--- config.mk ---
export PLATFORM = sky130hd
export DESIGN_NAME = wgft_ctrl
export DESIGN_NICKNAME = d
export VERILOG_FILES = /design/src/sv/wgft_pkg.sv /design/src/sv/wgft_ctrl.sv
export SDC_FILE = /design/constraint.sdc
export NUM_CORES = 1
export LEC_CHECK = 0
export ABC_AREA = 0
export BUFFER_PORTS_ARGS = -buffer_cell sky130_fd_sc_hd__buf_2
export CORE_MARGIN = 2
export CORE_UTILIZATION = 30
export CTS_CLUSTER_DIAMETER = 100
export CTS_CLUSTER_SIZE = 24
export DETAILED_ROUTE_END_ITERATION = 7
export PLACE_DENSITY = 0.56
export RECOVER_POWER = 50
export SYNTH_ARGS = -nofsm -noshare
export SYNTH_HDL_FRONTEND = slang
export SYNTH_SLANG_ARGS = --single-unit
--- constraint.sdc ---
create_clock -name clock -period 2.8 [get_ports clock]
set_clock_uncertainty 0.1 [all_clocks]
set_input_delay 0.56 -clock clock [delete_from_list [all_inputs] [get_ports clock]]
set_output_delay 0.56 -clock clock [all_outputs]
set_load 0.005 [all_outputs]
--- src/sv/wgft_pkg.sv ---
package wgft_pkg;

   // Field widths
   localparam int TAP_W   = 16;
   localparam int COEF_W  = 24;
   localparam int ADDR_W  = 26;
   localparam int CFG_W   = 11;

   // Filter geometry
   localparam int TAPS    = 9;
   localparam int TAP_IW  = $clog2(TAPS);
   localparam int ROWS    = 6;
   localparam int COLS    = 3;
   localparam int RC_W    = 3;

   // Internal arithmetic widths
   localparam int TMP_W   = 21;  // one pass of 24G over a tap column
   localparam int SUM_W   = 26;  // full 24G * g * 24G^T sum
   localparam int Y_W     = 27;  // 4*|S| + 4
   localparam int Q_W     = 25;  // quotient before clamping
   localparam int P_W     = 54;  // reciprocal product

   // floor(y / 9) via reciprocal: q0 = (y * floor(2^30/9)) >> 30, then one fix-up
   localparam int               RECIP_SHIFT = 30;
   localparam logic [Y_W-1:0]   RECIP_MUL   = Y_W'(119304647);
   localparam logic [Y_W-1:0]   DIVISOR     = Y_W'(9);
   localparam logic [Q_W-1:0]   POS_LIMIT   = Q_W'(8388607);
   localparam logic [Q_W-1:0]   NEG_LIMIT   = Q_W'(8388608);

   localparam int               WGFT_MAX_CHANNELS = 1024;
   localparam logic [CFG_W-1:0] CFG_RESET         = CFG_W'(256);

   // Register indexes of the write port
   typedef enum logic [0:0] {
      CSR_OUT_CHANNELS = 1'b0,
      CSR_IN_CHANNELS  = 1'b1
   } csr_index_type;

   // Controller to datapath
   typedef struct packed {
      logic              store_tap;
      logic [TAP_IW-1:0] tap_index;
      logic              prep;
      logic              issue;
      logic [RC_W-1:0]   row_i;
      logic [RC_W-1:0]   col_j;
      logic              last;
   } cmd_type;

   // Datapath to controller
   typedef struct packed {
      logic advance;
   } status_type;

   // One row of 24G applied to three values: rows are
   // (6,0,0) (-4,-4,-4) (-4,4,-4) (1,2,4) (1,-2,4) (0,0,24)
   function automatic logic signed [SUM_W-1:0] wgft_row(
      input logic [RC_W-1:0]         idx,
      input logic signed [SUM_W-1:0] a0,
      input logic signed [SUM_W-1:0] a1,
      input logic signed [SUM_W-1:0] a2
   );
      logic signed [SUM_W-1:0] r;
      case (idx)
         3'd0: r = (a0 <<< 2) + (a0 <<< 1);
         3'd1: r = -((a0 + a1 + a2) <<< 2);
         3'd2: r = -((a0 - a1 + a2) <<< 2);
         3'd3: r = a0 + (a1 <<< 1) + (a2 <<< 2);
         3'd4: r = a0 - (a1 <<< 1) + (a2 <<< 2);
         3'd5: r = (a2 <<< 4) + (a2 <<< 3);
         default: r = '0;
      endcase
      return r;
   endfunction

endpackage

--- src/sv/wgft_ctrl.sv ---
module wgft_ctrl
   import wgft_pkg::*;
(
   input  logic       clock,
   input  logic       reset,
   input  logic       req_valid,
   output logic       req_stall,
   input  status_type status,
   output cmd_type    cmd
);

   typedef enum logic [2:0] {
      ST_COLLECT = 3'b001,
      ST_PREP    = 3'b010,
      ST_EMIT    = 3'b100
   } state_type;

   state_type         state_ff, state_in;
   logic [TAP_IW-1:0] tap_count_ff, tap_count_in;
   logic [RC_W-1:0]   row_ff, row_in;
   logic [RC_W-1:0]   col_ff, col_in;
   logic              take_ok;
   logic              accept;
   logic              issue;
   logic              final_coef;

   localparam logic [TAP_IW-1:0] LAST_TAP = TAP_IW'(TAPS - 1);
   localparam logic [RC_W-1:0]   LAST_RC  = RC_W'(ROWS - 1);

   // Taps are taken while collecting, and during emission up to the eighth
   always_comb begin
      case (state_ff)
         ST_COLLECT: take_ok = 1'b1;
         ST_EMIT:    take_ok = (tap_count_ff != LAST_TAP);
         default:    take_ok = 1'b0;
      endcase
   end

   assign req_stall  = !take_ok;
   assign accept     = req_valid && take_ok;
   assign issue      = (state_ff == ST_EMIT) && status.advance;
   assign final_coef = (row_ff == LAST_RC) && (col_ff == LAST_RC);

   // Next state, tap counter and coefficient walk
   always_comb begin
      state_in     = state_ff;
      tap_count_in = tap_count_ff;
      row_in       = row_ff;
      col_in       = col_ff;
      if (accept) begin
         tap_count_in = (tap_count_ff == LAST_TAP) ? '0 : tap_count_ff + 1'b1;
      end
      case (state_ff)
         ST_COLLECT: begin
            if (accept && (tap_count_ff == LAST_TAP)) begin
               state_in = ST_PREP;
            end
         end
         ST_PREP: begin
            state_in = ST_EMIT;
            row_in   = '0;
            col_in   = '0;
         end
         ST_EMIT: begin
            if (issue) begin
               if (col_ff == LAST_RC) begin
                  col_in = '0;
                  row_in = row_ff + 1'b1;
               end else begin
                  col_in = col_ff + 1'b1;
               end
               if (final_coef) begin
                  state_in = ST_COLLECT;
                  row_in   = '0;
               end
            end
         end
         default: state_in = ST_COLLECT;
      endcase
   end

   always_ff @(posedge clock) begin
      if (reset) begin
         state_ff     <= ST_COLLECT;
         tap_count_ff <= '0;
         row_ff       <= '0;
         col_ff       <= '0;
      end else begin
         state_ff     <= state_in;
         tap_count_ff <= tap_count_in;
         row_ff       <= row_in;
         col_ff       <= col_in;
      end
   end

   // Commands
   always_comb begin
      cmd.store_tap = accept;
      cmd.tap_index = tap_count_ff;
      cmd.prep      = (state_ff == ST_PREP);
      cmd.issue     = issue;
      cmd.row_i     = row_ff;
      cmd.col_j     = col_ff;
      cmd.last      = final_coef;
   end

endmodule

# Yosys cells after proc, flatten, opt, wreduce, memory -nomap -nowiden
# Index checks and enable logic that the tools add are counted.
# totals
register_bits	13
wordCells	40
# classes
n_addsub	3
n_eq_ne	11
mux	13
reduce_logical	9
# op_table
cell	n
$mux W3	8
$pmux W3 S2	2
$eq A3 B3 Y1 const B	3
$pmux W3 S3	1
$add A3 B1 Y3 const B	2
$ne A2 B2 Y1 const B	3
$reduce_and A3 Y1	2
$add A4 B1 Y4 const B	1
$eq A4 B4 Y1 const B	1
$logic_and A1 B1 Y1	4
$mux W4	1
$ne A4 B4 Y1 const B	1
$eq A3 B1 Y1 const B	1
$eq A3 B2 Y1 const B	1
$ne A3 B2 Y1 const B	1
$pmux W1 S2	1
$reduce_and A2 Y1	1
$reduce_bool A2 Y1	1
$logic_not A1 Y1	1

# Depth between registers and ports, before layout
# logic_depth
word_depth	6
mapped_depth	6

# Worst setup path after synthesis
# No wires, ideal clock.
# synth_timing
path_type	register to output
from	register tap_count_ff[0]
to	output port cmd[13] (netlist name)
arrival_ps	1434
slack_ps	706
path_stages_with_launch	6
n_path_buf	1
path_cell_list	dfxtp_1 > inv_1 > ha_1 > and3b_1 > o41ai_4 > buf_4
# synth_between
elab_chain_len	3
# synth_rtl
item	line	text
start, declared	wgft_ctrl.sv:19	logic [TAP_IW-1:0] tap_count_ff, tap_count_in;
start signal, assigned	wgft_ctrl.sv:90	tap_count_ff <= tap_count_in;
$ne A4 B4 Y1	wgft_ctrl.sv:34	ST_EMIT: take_ok = (tap_count_ff != LAST_TAP);
$pmux W1 S2	wgft_ctrl.sv:32	case (state_ff)
$logic_and A1 B1 Y1	wgft_ctrl.sv:40	assign accept = req_valid && take_ok;
end, declared	wgft_ctrl.sv:9	output cmd_type cmd
# Every way passes these cells.

==> reports/qor.tcl <==
set qor(cts.htree.levels) 1
set qor(placement.cell_area_um2) 862.1
set qor(irDropWorstVdd_mv) 0.2540
set qor(track_usage_pct) 11.11
set qor(synthToLayoutAreaGrowth_pct) 12.22
set qor(synth_edf_count) 0
set qor(antenna_violating_nets_remaining) 0
set qor(final-setup-viol-count) 0
set qor(final.hold.worst_slack_ns) 0.3986
set qor(post_synth_instance_area_um2) 788.3
set qor(cts.sinks) 13
set qor(start_util_pct) 31.82
set qor(yosys-top-cells-area) {sky130_fd_sc_hd__dfxtp_1 (33%), sky130_fd_sc_hd__ha_1 (6.3%), sky130_fd_sc_hd__nor2_1 (4.3%)}
set qor(swShare_pct) 23.87
set qor(timing.rr.start) {tap_count_ff[0]}
set qor(unrepaired_setup_endpoints_after_global_routing) {false}
set qor(synth_area_per_cell_um2) 9.166
set qor(tritoncts.num_buffers) 3
set qor(timing.reg2reg.worst_path_depth) 6
set qor(worstPathRequired_ns) 2.14
set qor(total_leakage_power_nw) 0.3781
set qor(path_class_of_the_lowest_slack_min_delay_path) {reg -> reg}
set qor(detailed_place_hpwl_um) 1199
set qor(grt_first_pass_wirelength_um) 2642
set qor(cts.repair_timing.setup_buffer_count) 0
set qor(tightest_slew_ns) 0.4378
set qor(number_of_i_o_port_buffers) 18
set qor(drt-total-wl_um) 1567
set qor(p_comb_share_pct) 7.6
set qor(ctsRootBufferMaster) {sky130_fd_sc_hd__clkbuf_4}
set qor(routabilityCongestion) 0.7344
set qor(switching_power_w) 0.00007974
set qor(dr.first_iter.drc_count) 7
set qor(cts_tree) {yes}
set qor(design.portCount) 19
set qor(largest_net_degree_at_the_start_of_global_routing) 14
set qor(synth.yosys.warnings) 0
set qor(leading_area_contributor_after_synthesis) {sky130_fd_sc_hd__dfxtp_1}
set qor(fill_cells) 277
set qor(crit_start_category) {register}
set qor(hold_end) {col_ff[2]}
set qor(floorplan.die.width_um) 55.26
set qor(status) {complete, no violations}
set qor(layout-drive-gt1-share_pct) 21.78
set qor(worst-setup-path-type) {reg -> out}
set qor(max_cap_viol_count) 0
set qor(via_count) 653
set qor(hold_path_depth) 2
set qor(hold_violations) 0
set qor(timing.rr.end) {tap_count_ff[3]}
set qor(netlist.area_leader.share_pct) 33.02
set qor(post_cts.resized_instances) 0
set qor(pwrdens_nw_per_um2) 377.7
set qor(grt_antenna_before_repair) 0
set qor(relSlewSlack_pct) 70.78
set qor(cp_max_fo) 6
set qor(maxClockFrequency_mhz) 405.6
set qor(hold_buffers) 0
set qor(final_max_slew_viol_count) 0
set qor(share_seq_of_total_power_pct) 57.3
set qor(nets) 110
set qor(grt_overflow) 0
set qor(routed_wire_length_per_instance_um) 11.96
set qor(fin_tns_setup_ns) 0
set qor(r2r_setup_slack_ns) 0.76
set qor(dieArea_um2) 3054
set qor(worst_hold_startpoint) {col_ff[2]}
set qor(syn-num-nets) 94
set qor(cts_buffer_depth) 2
set qor(yosys.cell_types.count) 41
set qor(min_period_ns) 2.465
set qor(clkSlewWorstSetupHoldPaths_ns) 0.08
set qor(period_share_pct) 88.05
set qor(yosysSeqAreaShare_pct) 33.02
set qor(dr.pass1.iters) 2
set qor(async_flop_share_pct) 0
set qor(timing.critical_path.to_type) {output port}
set qor(floorplan.core_area_um2) 2477
set qor(insertedDiodeCount) 0
set qor(worstSkewPairLatency_ns) 0.28
set qor(arrival_ns) 1.81
set qor(power.clock.fraction_pct) 35.1
set qor(internal-power_w) 0.0002543
set qor(synth-seq-cells) 13
set qor(dieHeight_um) 55.26
set qor(placement_rows) 18
set qor(finalInstanceArea_um2) 884.6
set qor(vias_per_cell) 4.985
set qor(synthesis.instances) 86
set qor(yosys_most_used_dff) {sky130_fd_sc_hd__dfxtp_1}
set qor(drc_errors) 0
set qor(vias_in_the_first_global_route) 602
## cells in the mapped netlist (all sizes together), types with 2 or more instances
master  instances
o21ai           2
nand2b          2
inv             5
nand2           3
buf             6
xnor2           2
nor2            9
and3            3
mux2i           2
nand3           3
nor3b           2
ha              4
a21oi           6
dfxtp          13
and3b           2
o31ai           2
## layout by cell type (no fill, tap or decap), types with 2 or more instances in the layout
master,count
sky130_fd_sc_hd__inv_1,5
sky130_fd_sc_hd__nand3_1,3
sky130_fd_sc_hd__buf_2,15
sky130_fd_sc_hd__mux2i_1,2
sky130_fd_sc_hd__nand2_1,3
sky130_fd_sc_hd__a21oi_1,5
sky130_fd_sc_hd__ha_1,4
sky130_fd_sc_hd__and3_1,3
sky130_fd_sc_hd__nor2_1,9
sky130_fd_sc_hd__and3b_1,2
sky130_fd_sc_hd__o31ai_1,2
sky130_fd_sc_hd__xnor2_1,2
sky130_fd_sc_hd__clkbuf_4,3
sky130_fd_sc_hd__clkbuf_1,4
sky130_fd_sc_hd__dfxtp_1,13
sky130_fd_sc_hd__nand2b_1,2
## state kept, by name (all words and copies together) (netlist names)
name,cells
col_ff,3
state_ff,3
tap_count_ff,4
row_ff,3
## kinds of logic (layout without fill, tap and decap cells)
group	after synthesis	after routing	synth area share, %
XOR/XNOR	2	2	2.223
adder cells (fa/ha/maj)	4	4	6.349
flip-flops	13	13	33.02
multiplexers	3	3	3.968
AND/OR/NAND/NOR	34	34	27.78
buffers and inverters	13	28	9.681
AO/OA/AOI/OAI	17	17	16.98
## metal layers
layer	share of wire, %	global-route usage (%)	up-vias
met4	1.2	5.575	0
met5	0	0	-
met1	48	13.53	294
li1	-	-	338
met2	44	15.99	19
met3	6.9	5.621	2
## per-stage QoR
| step | std cells | util, % | worst slack, ns | power (W) |
|---|---|---|---|---|
| after floorplan | 86 | - | 0.7056 | 0.0002127 |
| after global placement | 127 | 34.80 | 0.6656 | 0.0002217 |
| after detailed placement | 127 | 34.80 | 0.6369 | 0.0002221 |
| after CTS | 131 | 35.86 | 0.3177 | 0.0003416 |
| after global routing | 131 | 35.71 | 0.2100 | 0.0003565 |
| final | 131 | 35.71 | 0.3347 | 0.0003341 |
## power by group through the flow
stage	Combinational [W]	Clock [W]	Sequential, W
2_1_floorplan	0.0000170	0	0.000196
3_3_place_gp	0.0000263	0	0.000195
3_5_place_dp	0.0000265	0	0.000196
4_1_cts	0.0000269	0.000123	0.000191
5_1_grt	0.0000294	0.000135	0.000192
6_report	0.0000255	0.000117	0.000191
## critical path: stages, from the launching register on
cell and delay (ns):
sky130_fd_sc_hd__dfxtp_1 0.37, sky130_fd_sc_hd__inv_1 0.08, sky130_fd_sc_hd__ha_1 0.19, sky130_fd_sc_hd__and3b_1 0.23, sky130_fd_sc_hd__o41ai_4 0.46, sky130_fd_sc_hd__buf_2 0.19
## worst max path at each step
stage | startpoint | endpoint | cells past startpoint
after floorplan | tap_count_ff[0] | cmd[13] | 5
after global placement | tap_count_ff[0] | cmd[13] | 5
after detailed placement | tap_count_ff[0] | cmd[13] | 5
after CTS | tap_count_ff[0] | cmd[13] | 5
after global routing | tap_count_ff[0] | cmd[13] | 5
final | tap_count_ff[0] | cmd[13] | 5
## layout make-up
class / count / area (um^2) / area share (%)
Inverter: 6 / 22.52 / 2.546
Sequential cell: 13 / 260.3 / 29.42
Tap cell: 30 / 37.54 / 4.243
Multi-Input combinational cell: 60 / 451.7 / 51.06
Timing Repair Buffer: 18 / 86.33 / 9.760
Clock buffer: 4 / 26.28 / 2.970
Power figures use the tool's default switching activity.
